===== config.mk =====
export PLATFORM = sky130hd
export DESIGN_NAME = whitespace_skipping_text_matcher
export DESIGN_NICKNAME = d
export VERILOG_FILES = /design/src/hw/rtl/wstm_pkg.sv /design/src/hw/rtl/wstm_queue.sv /design/src/hw/rtl/wstm_front.sv /design/src/hw/rtl/wstm_back.sv /design/src/hw/rtl/whitespace_skipping_text_matcher.sv
export SDC_FILE = /design/constraint.sdc
export NUM_CORES = 2
export LEC_CHECK = 0
export ABC_AREA = 1
export BUFFER_PORTS_ARGS = -buffer_cell sky130_fd_sc_hd__buf_2
export CAP_MARGIN = 0
export CORE_MARGIN = 1
export CORE_UTILIZATION = 41
export CTS_CLUSTER_DIAMETER = 40
export CTS_CLUSTER_SIZE = 20
export DETAILED_ROUTE_END_ITERATION = 10
export GPL_TIMING_DRIVEN = 1
export PLACE_DENSITY = 0.52
export SYNTH_ARGS = -nofsm -noshare
export SYNTH_HDL_FRONTEND = slang
export SYNTH_HIERARCHICAL = 1
export SYNTH_SLANG_ARGS = --single-unit

===== constraint.sdc =====
create_clock -name clock -period 63.3 [get_ports clock]
set_input_delay 3.165 -clock clock [delete_from_list [all_inputs] [get_ports clock]]
set_output_delay 3.165 -clock clock [all_outputs]
set_load 0.02 [all_outputs]

===== src/hw/rtl/wstm_pkg.sv =====
// Package of the whitespace-skipping text matcher: item and config types,
// character codes, queue depths and the case fold function. No dependencies.
package wstm_pkg;

   localparam int MAX_QUERY_DEF   = 16;
   localparam int LINE_BITS_DEF   = 20;
   localparam int COLUMN_BITS_DEF = 16;
   localparam int TOTAL_BITS      = 16;
   localparam int IN_DEPTH        = 4;
   localparam int OUT_DEPTH       = 2;

   localparam logic [7:0] CHAR_NEWLINE = 8'h0A;
   localparam logic [7:0] CHAR_TAB     = 8'h09;
   localparam logic [7:0] CHAR_SPACE   = 8'h20;
   localparam logic [7:0] CHAR_UPPER_A = 8'h41;
   localparam logic [7:0] CHAR_UPPER_Z = 8'h5A;
   localparam logic [7:0] CASE_OFFSET  = 8'h20;

   typedef enum logic [1:0] {
      CSR_QUERY_LOW  = 2'd0,
      CSR_QUERY_HIGH = 2'd1,
      CSR_QUERY_LEN  = 2'd2
   } csr_index_type;

   typedef enum logic [1:0] {
      CLS_TEXT    = 2'd0,
      CLS_BLANK   = 2'd1,
      CLS_NEWLINE = 2'd2,
      CLS_END     = 2'd3
   } cls_type;

   typedef struct packed {
      cls_type    cls;
      logic [7:0] ch;   // folded to lower case
   } item_type;

   typedef struct packed {
      logic [63:0] chars_low;
      logic [63:0] chars_high;
      logic [4:0]  length;
   } cfg_type;

   function automatic logic [7:0] fold(input logic [7:0] c);
      logic [7:0] r;
      r = c;
      if (c >= CHAR_UPPER_A && c <= CHAR_UPPER_Z) begin
         r = c + CASE_OFFSET;
      end
      return r;
   endfunction

   function automatic logic is_blank(input logic [7:0] c);
      return (c == CHAR_NEWLINE) || (c == CHAR_TAB) || (c == CHAR_SPACE);
   endfunction

endpackage


===== src/hw/rtl/wstm_queue.sv =====
// Small register FIFO used on both sides of the matcher.
// Depends on nothing; width and depth come from the instantiating module.
module wstm_queue #(
   parameter int WIDTH = 8,
   parameter int DEPTH = 2
) (
   input  logic             clock,
   input  logic             reset,
   input  logic             push,
   input  logic [WIDTH-1:0] wr_data,
   output logic             full,
   input  logic             pop,
   output logic [WIDTH-1:0] rd_data,
   output logic             empty
);

   localparam int PTR_W = (DEPTH > 1) ? $clog2(DEPTH) : 1;
   localparam int CNT_W = $clog2(DEPTH + 1);

   logic [WIDTH-1:0] slot_ff [DEPTH];
   logic [PTR_W-1:0] wr_ptr_ff, wr_ptr_in;
   logic [PTR_W-1:0] rd_ptr_ff, rd_ptr_in;
   logic [CNT_W-1:0] count_ff, count_in;
   logic             do_push, do_pop;

   assign full    = (count_ff == CNT_W'(DEPTH));
   assign empty   = (count_ff == '0);
   assign do_push = push && !full;
   assign do_pop  = pop && !empty;
   assign rd_data = slot_ff[rd_ptr_ff];

   always_comb begin
      wr_ptr_in = wr_ptr_ff;
      rd_ptr_in = rd_ptr_ff;
      count_in  = count_ff;
      if (do_push) begin
         wr_ptr_in = (wr_ptr_ff == PTR_W'(DEPTH - 1)) ? '0 : wr_ptr_ff + PTR_W'(1);
      end
      if (do_pop) begin
         rd_ptr_in = (rd_ptr_ff == PTR_W'(DEPTH - 1)) ? '0 : rd_ptr_ff + PTR_W'(1);
      end
      if (do_push && !do_pop) begin
         count_in = count_ff + CNT_W'(1);
      end else if (do_pop && !do_push) begin
         count_in = count_ff - CNT_W'(1);
      end
   end

   always_ff @(posedge clock) begin
      if (reset) begin
         wr_ptr_ff <= '0;
         rd_ptr_ff <= '0;
         count_ff  <= '0;
      end else begin
         wr_ptr_ff <= wr_ptr_in;
         rd_ptr_ff <= rd_ptr_in;
         count_ff  <= count_in;
      end
   end

   always_ff @(posedge clock) begin
      if (do_push) begin
         slot_ff[wr_ptr_ff] <= wr_data;
      end
   end

endmodule


===== src/hw/rtl/wstm_front.sv =====
// Front end of the matcher: classifies each incoming byte and folds its case.
// Depends on wstm_pkg.
module wstm_front (
   input  logic              [7:0] text_byte,
   input  logic                    end_marker,
   output wstm_pkg::item_type      item
);

   always_comb begin
      item.ch = wstm_pkg::fold(text_byte);
      priority if (end_marker) begin
         item.cls = wstm_pkg::CLS_END;
      end else if (text_byte == wstm_pkg::CHAR_NEWLINE) begin
         item.cls = wstm_pkg::CLS_NEWLINE;
      end else if (wstm_pkg::is_blank(text_byte)) begin
         item.cls = wstm_pkg::CLS_BLANK;
      end else begin
         item.cls = wstm_pkg::CLS_TEXT;
      end
   end

endmodule


===== src/hw/rtl/wstm_back.sv =====
// Back end of the matcher: position counters, window of recent text bytes,
// parallel query compare and result build. Depends on wstm_pkg.
module wstm_back #(
   parameter int MAX_QUERY   = wstm_pkg::MAX_QUERY_DEF,
   parameter int LINE_BITS   = wstm_pkg::LINE_BITS_DEF,
   parameter int COLUMN_BITS = wstm_pkg::COLUMN_BITS_DEF,
   localparam int RES_W      = 1 + LINE_BITS + COLUMN_BITS + wstm_pkg::TOTAL_BITS
) (
   input  logic                 clock,
   input  logic                 reset,
   input  wstm_pkg::cfg_type    cfg,
   input  wstm_pkg::item_type   item,
   input  logic                 item_valid,
   output logic                 item_pop,
   input  logic                 res_full,
   output logic                 res_push,
   output logic [RES_W-1:0]     res_data
);

   localparam int IDX_W = (MAX_QUERY > 1) ? $clog2(MAX_QUERY) : 1;
   localparam int LEN_W = $clog2(MAX_QUERY + 1);
   localparam int TB    = wstm_pkg::TOTAL_BITS;

   logic [7:0]             win_char_ff [MAX_QUERY];
   logic [LINE_BITS-1:0]   win_line_ff [MAX_QUERY];
   logic [COLUMN_BITS-1:0] win_col_ff  [MAX_QUERY];
   logic [LEN_W-1:0]       depth_ff, depth_in;
   logic [LINE_BITS-1:0]   line_ff, line_in;
   logic [COLUMN_BITS-1:0] col_ff, col_in;
   logic [TB-1:0]          total_ff, total_in;

   logic [7:0]             nxt_char [MAX_QUERY];
   logic [LINE_BITS-1:0]   nxt_line [MAX_QUERY];
   logic [COLUMN_BITS-1:0] nxt_col  [MAX_QUERY];
   logic [7:0]             qfold    [MAX_QUERY];
   logic [127:0]           qall;
   logic [LEN_W-1:0]       len;
   logic [LEN_W-1:0]       depth_inc;
   logic [IDX_W-1:0]       start_idx;
   logic                   take, shift, hit;
   logic [LINE_BITS-1:0]   line_inc;
   logic [COLUMN_BITS-1:0] col_inc;

   assign take     = item_valid && !res_full;
   assign item_pop = take;
   assign shift    = take && (item.cls == wstm_pkg::CLS_TEXT);
   assign line_inc = (line_ff == '1) ? line_ff : line_ff + LINE_BITS'(1);
   assign col_inc  = (col_ff == '1) ? col_ff : col_ff + COLUMN_BITS'(1);
   assign qall     = {cfg.chars_high, cfg.chars_low};

   // window fill once a text byte goes in, saturating at the window size
   assign depth_inc = (depth_ff == LEN_W'(MAX_QUERY)) ? depth_ff : depth_ff + LEN_W'(1);

   // effective query length, clamped to the window size
   assign len = (cfg.length > 5'(MAX_QUERY)) ? LEN_W'(MAX_QUERY) : LEN_W'(cfg.length);
   assign start_idx = IDX_W'(len - LEN_W'(1));

   // window as it stands after the incoming byte is shifted in
   always_comb begin
      for (int j = 0; j < MAX_QUERY; j++) begin
         if (j == 0) begin
            nxt_char[j] = item.ch;
            nxt_line[j] = line_ff;
            nxt_col[j]  = col_ff;
         end else begin
            nxt_char[j] = win_char_ff[j-1];
            nxt_line[j] = win_line_ff[j-1];
            nxt_col[j]  = win_col_ff[j-1];
         end
         qfold[j] = wstm_pkg::fold(qall[8*j +: 8]);
      end
   end

   // entry j (newest first) must equal query character len-1-j
   always_comb begin
      logic [IDX_W-1:0] qi;
      hit = (len != '0) && (depth_inc >= len) && !wstm_pkg::is_blank(qall[7:0]);
      for (int j = 0; j < MAX_QUERY; j++) begin
         qi = IDX_W'(len - LEN_W'(1) - LEN_W'(j));
         if (LEN_W'(j) < len && nxt_char[j] != qfold[qi]) begin
            hit = 1'b0;
         end
      end
   end

   always_comb begin
      depth_in = depth_ff;
      line_in  = line_ff;
      col_in   = col_ff;
      total_in = total_ff;
      res_push = 1'b0;
      res_data = '0;
      if (shift) begin
         depth_in = depth_inc;
      end
      if (take) begin
         unique case (item.cls)
            wstm_pkg::CLS_END: begin
               res_push = 1'b1;
               res_data = {1'b1, line_ff, COLUMN_BITS'(0), total_ff};
               depth_in = '0;
               line_in  = '0;
               col_in   = COLUMN_BITS'(1);
               total_in = '0;
            end
            wstm_pkg::CLS_NEWLINE: begin
               line_in = line_inc;
               col_in  = COLUMN_BITS'(1);
            end
            wstm_pkg::CLS_BLANK: begin
               col_in = col_inc;
            end
            wstm_pkg::CLS_TEXT: begin
               col_in = col_inc;
               if (hit) begin
                  total_in = (total_ff == '1) ? total_ff : total_ff + TB'(1);
                  res_push = 1'b1;
                  res_data = {1'b0, nxt_line[start_idx], nxt_col[start_idx], total_in};
               end
            end
            default: begin
               col_in = col_ff;
            end
         endcase
      end
   end

   always_ff @(posedge clock) begin
      if (reset) begin
         depth_ff <= '0;
         line_ff  <= '0;
         col_ff   <= COLUMN_BITS'(1);
         total_ff <= '0;
      end else begin
         depth_ff <= depth_in;
         line_ff  <= line_in;
         col_ff   <= col_in;
         total_ff <= total_in;
      end
   end

   always_ff @(posedge clock) begin
      if (shift) begin
         for (int j = 0; j < MAX_QUERY; j++) begin
            win_char_ff[j] <= nxt_char[j];
            win_line_ff[j] <= nxt_line[j];
            win_col_ff[j]  <= nxt_col[j];
         end
      end
   end

endmodule


===== src/hw/rtl/whitespace_skipping_text_matcher.sv =====
// Top level of the whitespace-skipping text matcher: config registers,
// input and result queues around the front and back ends. Uses wstm_pkg.
//
// Usage: text bytes go in on the req_ queue (push while full is low), one
// item per byte; an item with req_end_marker set closes the file. Results
// come out of the rsp_ queue (pop while empty is low): kind 0 is a match
// with the line (from 0) and column (from 1) of its first byte, kind 1 is the
// end-of-file summary with the newline count and the number of matches.
// Blank bytes (space, tab, newline) are skipped inside a match; case is
// ignored for A-Z only. Counters saturate.
// A result is pushed into the result queue in the cycle in which the back end
// takes the item that causes it. Throughput: one item every cycle while the
// result queue is not full, set by the combinational window compare.
// The csr_ port is always ready; write it only while no items are in flight.
// Reset empties both queues, clears the counters and sets the query to
// length 1 with all characters zero. When the receiver stalls, the two-entry
// result queue fills, the back end stops, then the four-entry input queue
// fills and req_full rises.
module whitespace_skipping_text_matcher #(
   parameter int MAX_QUERY   = wstm_pkg::MAX_QUERY_DEF,
   parameter int LINE_BITS   = wstm_pkg::LINE_BITS_DEF,
   parameter int COLUMN_BITS = wstm_pkg::COLUMN_BITS_DEF
) (
   input  logic                   clock,
   input  logic                   reset,
   // input items
   input  logic                   req_push,
   output logic                   req_full,
   input  logic [7:0]             req_text_byte,
   input  logic                   req_end_marker,
   // result items
   output logic                   rsp_empty,
   input  logic                   rsp_pop,
   output logic                   rsp_result_kind,
   output logic [LINE_BITS-1:0]   rsp_match_line,
   output logic [COLUMN_BITS-1:0] rsp_match_column,
   output logic [15:0]            rsp_occurrence_count,
   // configuration writes
   input  logic                   csr_valid,
   output logic                   csr_ready,
   input  logic [1:0]             csr_index,
   input  logic [63:0]            csr_data
);

   localparam int ITEM_W = $bits(wstm_pkg::item_type);
   localparam int RES_W  = 1 + LINE_BITS + COLUMN_BITS + wstm_pkg::TOTAL_BITS;

   wstm_pkg::cfg_type  cfg_ff, cfg_in;
   wstm_pkg::item_type front_item, back_item;
   logic [ITEM_W-1:0]  in_head;
   logic               in_empty, back_pop;
   logic               res_full, res_push;
   logic [RES_W-1:0]   res_data, res_head;

   assign csr_ready = 1'b1;

   // register file: writes outside the list are dropped
   always_comb begin
      cfg_in = cfg_ff;
      if (csr_valid && csr_ready) begin
         unique case (wstm_pkg::csr_index_type'(csr_index))
            wstm_pkg::CSR_QUERY_LOW:  cfg_in.chars_low  = csr_data;
            wstm_pkg::CSR_QUERY_HIGH: cfg_in.chars_high = csr_data;
            wstm_pkg::CSR_QUERY_LEN:  cfg_in.length     = csr_data[4:0];
            default:                  cfg_in = cfg_ff;
         endcase
      end
   end

   always_ff @(posedge clock) begin
      if (reset) begin
         cfg_ff.chars_low  <= '0;
         cfg_ff.chars_high <= '0;
         cfg_ff.length     <= 5'd1;
      end else begin
         cfg_ff <= cfg_in;
      end
   end

   // front: classify and fold on the way into the input queue
   wstm_front u_front (
      .text_byte  (req_text_byte),
      .end_marker (req_end_marker),
      .item       (front_item)
   );

   wstm_queue #(
      .WIDTH (ITEM_W),
      .DEPTH (wstm_pkg::IN_DEPTH)
   ) u_in_queue (
      .clock   (clock),
      .reset   (reset),
      .push    (req_push),
      .wr_data (front_item),
      .full    (req_full),
      .pop     (back_pop),
      .rd_data (in_head),
      .empty   (in_empty)
   );

   assign back_item = in_head;

   // back: window, counters and compare
   wstm_back #(
      .MAX_QUERY   (MAX_QUERY),
      .LINE_BITS   (LINE_BITS),
      .COLUMN_BITS (COLUMN_BITS)
   ) u_back (
      .clock      (clock),
      .reset      (reset),
      .cfg        (cfg_ff),
      .item       (back_item),
      .item_valid (!in_empty),
      .item_pop   (back_pop),
      .res_full   (res_full),
      .res_push   (res_push),
      .res_data   (res_data)
   );

   // result queue decouples the back end from the receiver
   wstm_queue #(
      .WIDTH (RES_W),
      .DEPTH (wstm_pkg::OUT_DEPTH)
   ) u_out_queue (
      .clock   (clock),
      .reset   (reset),
      .push    (res_push),
      .wr_data (res_data),
      .full    (res_full),
      .pop     (rsp_pop),
      .rd_data (res_head),
      .empty   (rsp_empty)
   );

   assign {rsp_result_kind, rsp_match_line, rsp_match_column, rsp_occurrence_count} = res_head;

endmodule

==> impl_metrics.csv <==
group,metric,value,unit
synth,syn_area,51200,µm²
placement,dp_worst_setup_slack,55090,ps
floorplan,die_x,356,µm
timing,fin_crit_sh,13.1,%
timing,relSlewSlack,14.4,%
placement,place.gp.congestion,1.04,
clock_tree,postCtsSetupBuffers,0,
final_layout,drive_above_1_share,9.51,%
final_layout,area_growth,13.8,%
status,violations,"design-rule violations",
clock_tree,clk_pin_slew,60,ps
synth,synthFlopType,"edfxtp_1",
grt,grt_pass1_wl,246000,µm
power_and_ir_drop,seqPwrFrac,42.2,%
synth,ys_warn_count,6,
synth,synth_edf_count,806,
synth,syn-num-nets,5917,
floorplan,die_area,126000,µm²
setup_path,worstSetupPathType,"reg2reg",
setup_path,cp.required,63700,ps
route,drc,18,
clock_tree,htree_levels,4,
setup_path,reg2reg_depth,27,
status,status,"finished, violations left",
power_and_ir_drop,p_switching,0.000877,W
floorplan,fp.dieH,356,µm
clock_tree,cts_inserted_buffers,155,
timing,max_freq,0.120,GHz
power_and_ir_drop,power-per-cell-area,44.1,nW/µm²
timing,setup_ws,54990,ps
final_layout,final_cell_mix,"1665 x nand2_1, 806 x edfxtp_1, 606 x nand3_1",
timing,tightest_slew,1270,ps
power_and_ir_drop,combPwrFrac,23.6,%
synth,syn_area_per_cell,8.85,µm²
final_layout,fin_nets,5951,
synth,synthDistinctLibCells,67,
clock_tree,cts_tree,"yes",
grt,antenna_found_initial,8,
synth,ys_ff_latch,1010,
floorplan,start_util,41.4,%
min_path,worstHoldStart,"u_back/win_line_ff[1][20]",
grt,grt_use_met3,4.69,%
timing,min_period,8310,ps
setup_path,r2r-end,"u_out_queue/slot_ff[0][37]",
route,dr.pass1.iters,9,
power_and_ir_drop,p_leak,23.1,nW
grt,use_met2,38.7,%
clock_tree,clock_latency,780,ps
synth,async_reset_ff_share,0,%
floorplan,rows,129,
setup_path,cp-start-kind,"flip-flop",
min_path,hold_end,"u_back/win_line_ff[1][40]",
clock_tree,clkSinkCount,1010,
setup_path,worstSetupEndpointType,"flip-flop",
timing,finalSetupViolCount,0,
clock_tree,post_cts_resized,0,
timing,worst_hold_slack,424,ps
grt,first_global_vias,38200,
power_and_ir_drop,clockPowerShare,34.1,%
clock_tree,cts_hold_repair.buffers,0,
grt,grt_busiest_layer,"met2",
timing,hold_viol,0,
placement,io_buffers,134,
timing,fin_setup_tns,0,ps
timing,fin_skew,51.5,ps
timing,slew_violations,0,
route,vias_per_cell,5.45,
power_and_ir_drop,intPower,0.00169,W
grt,met1_usage,37.6,%
route,detail_route.wl_per_cell,21.7,µm
setup_path,cp_data_arrival_time,8700,ps
grt,overflow,0,
synth,ys_seq_area_share,55.2,%
route,finalWirelength,165000,µm
placement,place_hpwl,117000,µm
floorplan,boundaryPins,136,
floorplan,core_region_area,124000,µm²
min_path,min_path_type,"reg2reg",
clock_tree,root_buffer,"clkbuf_16",
grt,grt_max_degree,175,
route,antenna_left,0,
grt,grt_usage,25.9,%
setup_path,path_max_fanout,60,
final_layout,final_common_cell,"nand2_1",
setup_path,r2r_slack,54990,ps
job,maxCapViolations,0,
power_and_ir_drop,irDropWorstVdd,27.7,µV
clock_tree,cts_max_path_buffers,3,
setup_path,r2r-start,"cfg_ff[4]",
synth,syn-instance-count,5790,
route,drt-initial-drc-count,4200,
route,vias,41400,
timing,rsz0062_at_grt,"false",
power_and_ir_drop,total_power,0.00257,W
power_and_ir_drop,swShare,34.1,%
min_path,holdPathStages,0,
## flip-flops by register name, summed over array words and instances (netlist names), named ones only
signal and flops:
u_back/col_ff 16, u_in_queue/rd_ptr_ff 2, u_back/total_ff 16, u_out_queue/wr_ptr_ff 1
u_in_queue/wr_ptr_ff 2, u_in_queue/count_ff 3, u_out_queue/slot_ff 106, u_back/win_line_ff 300
u_back/line_ff 20, u_back/win_col_ff 240, u_back/win_char_ff 120, u_out_queue/count_ff 2
cfg_ff 133, u_in_queue/slot_ff 40, u_out_queue/rd_ptr_ff 1, u_back/depth_ff 5
## critical path, cell delays in order, from the launching register on
cell and delay, ps:
dfxtp_1 370, inv_2 220, nand2_8 280, ha_4 820, clkinv_2 110, buf_4 320, ha_1 820, clkinv_1 620
o21ai_0 590, nand2_1 130, o21ai_1 120, nand2_1 60, nand2_1 70, nand2_1 60, nor2_1 140, nand2_1 60
nor2_1 80, nand2_1 50, nand2_1 50, nand4_1 310, nor2_4 390, nand2_4 190, nor2_8 500, inv_2 300
a21oi_1 250, o21ai_2 140, nor2_4 90, buf_4 580
## cell families (layout without fill, tap and decap cells)
family / Yosys count / in the layout / synth area share (%)
AO/OA/AOI/OAI: 909 / 909 / 10.7
XOR/XNOR: 26 / 26 / 0.562
adder cells (fa/ha/maj): 47 / 47 / 1.16
buffers and inverters: 798 / 962 / 6.63
flip-flops: 1010 / 1010 / 55.2
multiplexers: 56 / 56 / 1.59
other: 1 / 3 / 0.00732
AND/OR/NAND/NOR: 2943 / 2943 / 24.1
## power groups by stage
stage / logic [W] / clock network [W] / registers (W)
2_1_floorplan: 0.000427 / 0 / 0.00117
3_3_place_gp: 0.000602 / 0 / 0.00109
3_5_place_dp: 0.000603 / 0 / 0.00109
4_1_cts: 0.000605 / 0.000896 / 0.00108
5_1_grt: 0.000670 / 0.000924 / 0.00110
6_report: 0.000608 / 0.000878 / 0.00108
## synth_stat cells, types with 18 or more instances
library cell,count,area [µm²]
nand4_1,59,369
a32o_1,88,881
buf_2,84,420
inv_1,471,1770
nand3_1,606,3030
buf_1,42,158
o22ai_1,18,113
o211ai_1,65,488
ha_1,46,576
mux2_4,50,751
a21oi_1,299,1500
nand2_1,1666,6250
a221oi_1,23,201
dfxtp_1,204,4080
nor2_1,479,1800
nand3b_1,42,315
buf_4,31,233
o21ai_1,32,160
o21ai_0,312,1560
nor3_1,35,175
clkbuf_1,135,507
edfxtp_1,806,24200
## how the worst max path moves through the flow
stage | cells past startpoint | slack [ps] | startpoint | to
floorplan | 11 | 42440 | flip-flop | u_back/depth_ff[0]
global placement | 27 | 55230 | cfg_ff[4] | u_out_queue/slot_ff[0][44]
detailed placement | 27 | 55090 | cfg_ff[4] | u_out_queue/slot_ff[0][48]
CTS | 27 | 55060 | cfg_ff[4] | u_out_queue/slot_ff[0][21]
global route | 27 | 54450 | cfg_ff[4] | u_out_queue/slot_ff[0][21]
finish | 27 | 54990 | cfg_ff[4] | u_out_queue/slot_ff[0][37]
## metrics by stage
| step | std cells | area [µm²] | utilization [%] |
|---|---|---|---|
| 4_1_cts | 7591 | 58300 | 47.1 |
| 5_1_grt | 7591 | 58300 | 47.1 |
| 6_report | 7593 | 58300 | 47.1 |
| 3_5_place_dp | 7304 | 52900 | 42.8 |
| 3_3_place_gp | 7304 | 52900 | 42.8 |
| 2_1_floorplan | 5790 | 51200 | - |
## final cells by class
class | count | area, µm²
Tap cell | 1637 | 2050
Fill cell | 11800 | 65500
Clock inverter | 115 | 1360
Clock buffer | 172 | 4030
Multi-Input combinational cell | 3982 | 19600
Sequential cell | 1010 | 28300
Timing Repair Buffer | 189 | 1140
Antenna cell | 2 | 5.00
Inverter | 486 | 1830
## per-layer routing
metal,share of wire [%],routed length (µm)
met5,0.031,51
met2,43,71500
met3,7.2,11900
met4,3.2,5270
met1,46,76400
Note: power is estimated with default switching activity, not from simulation.
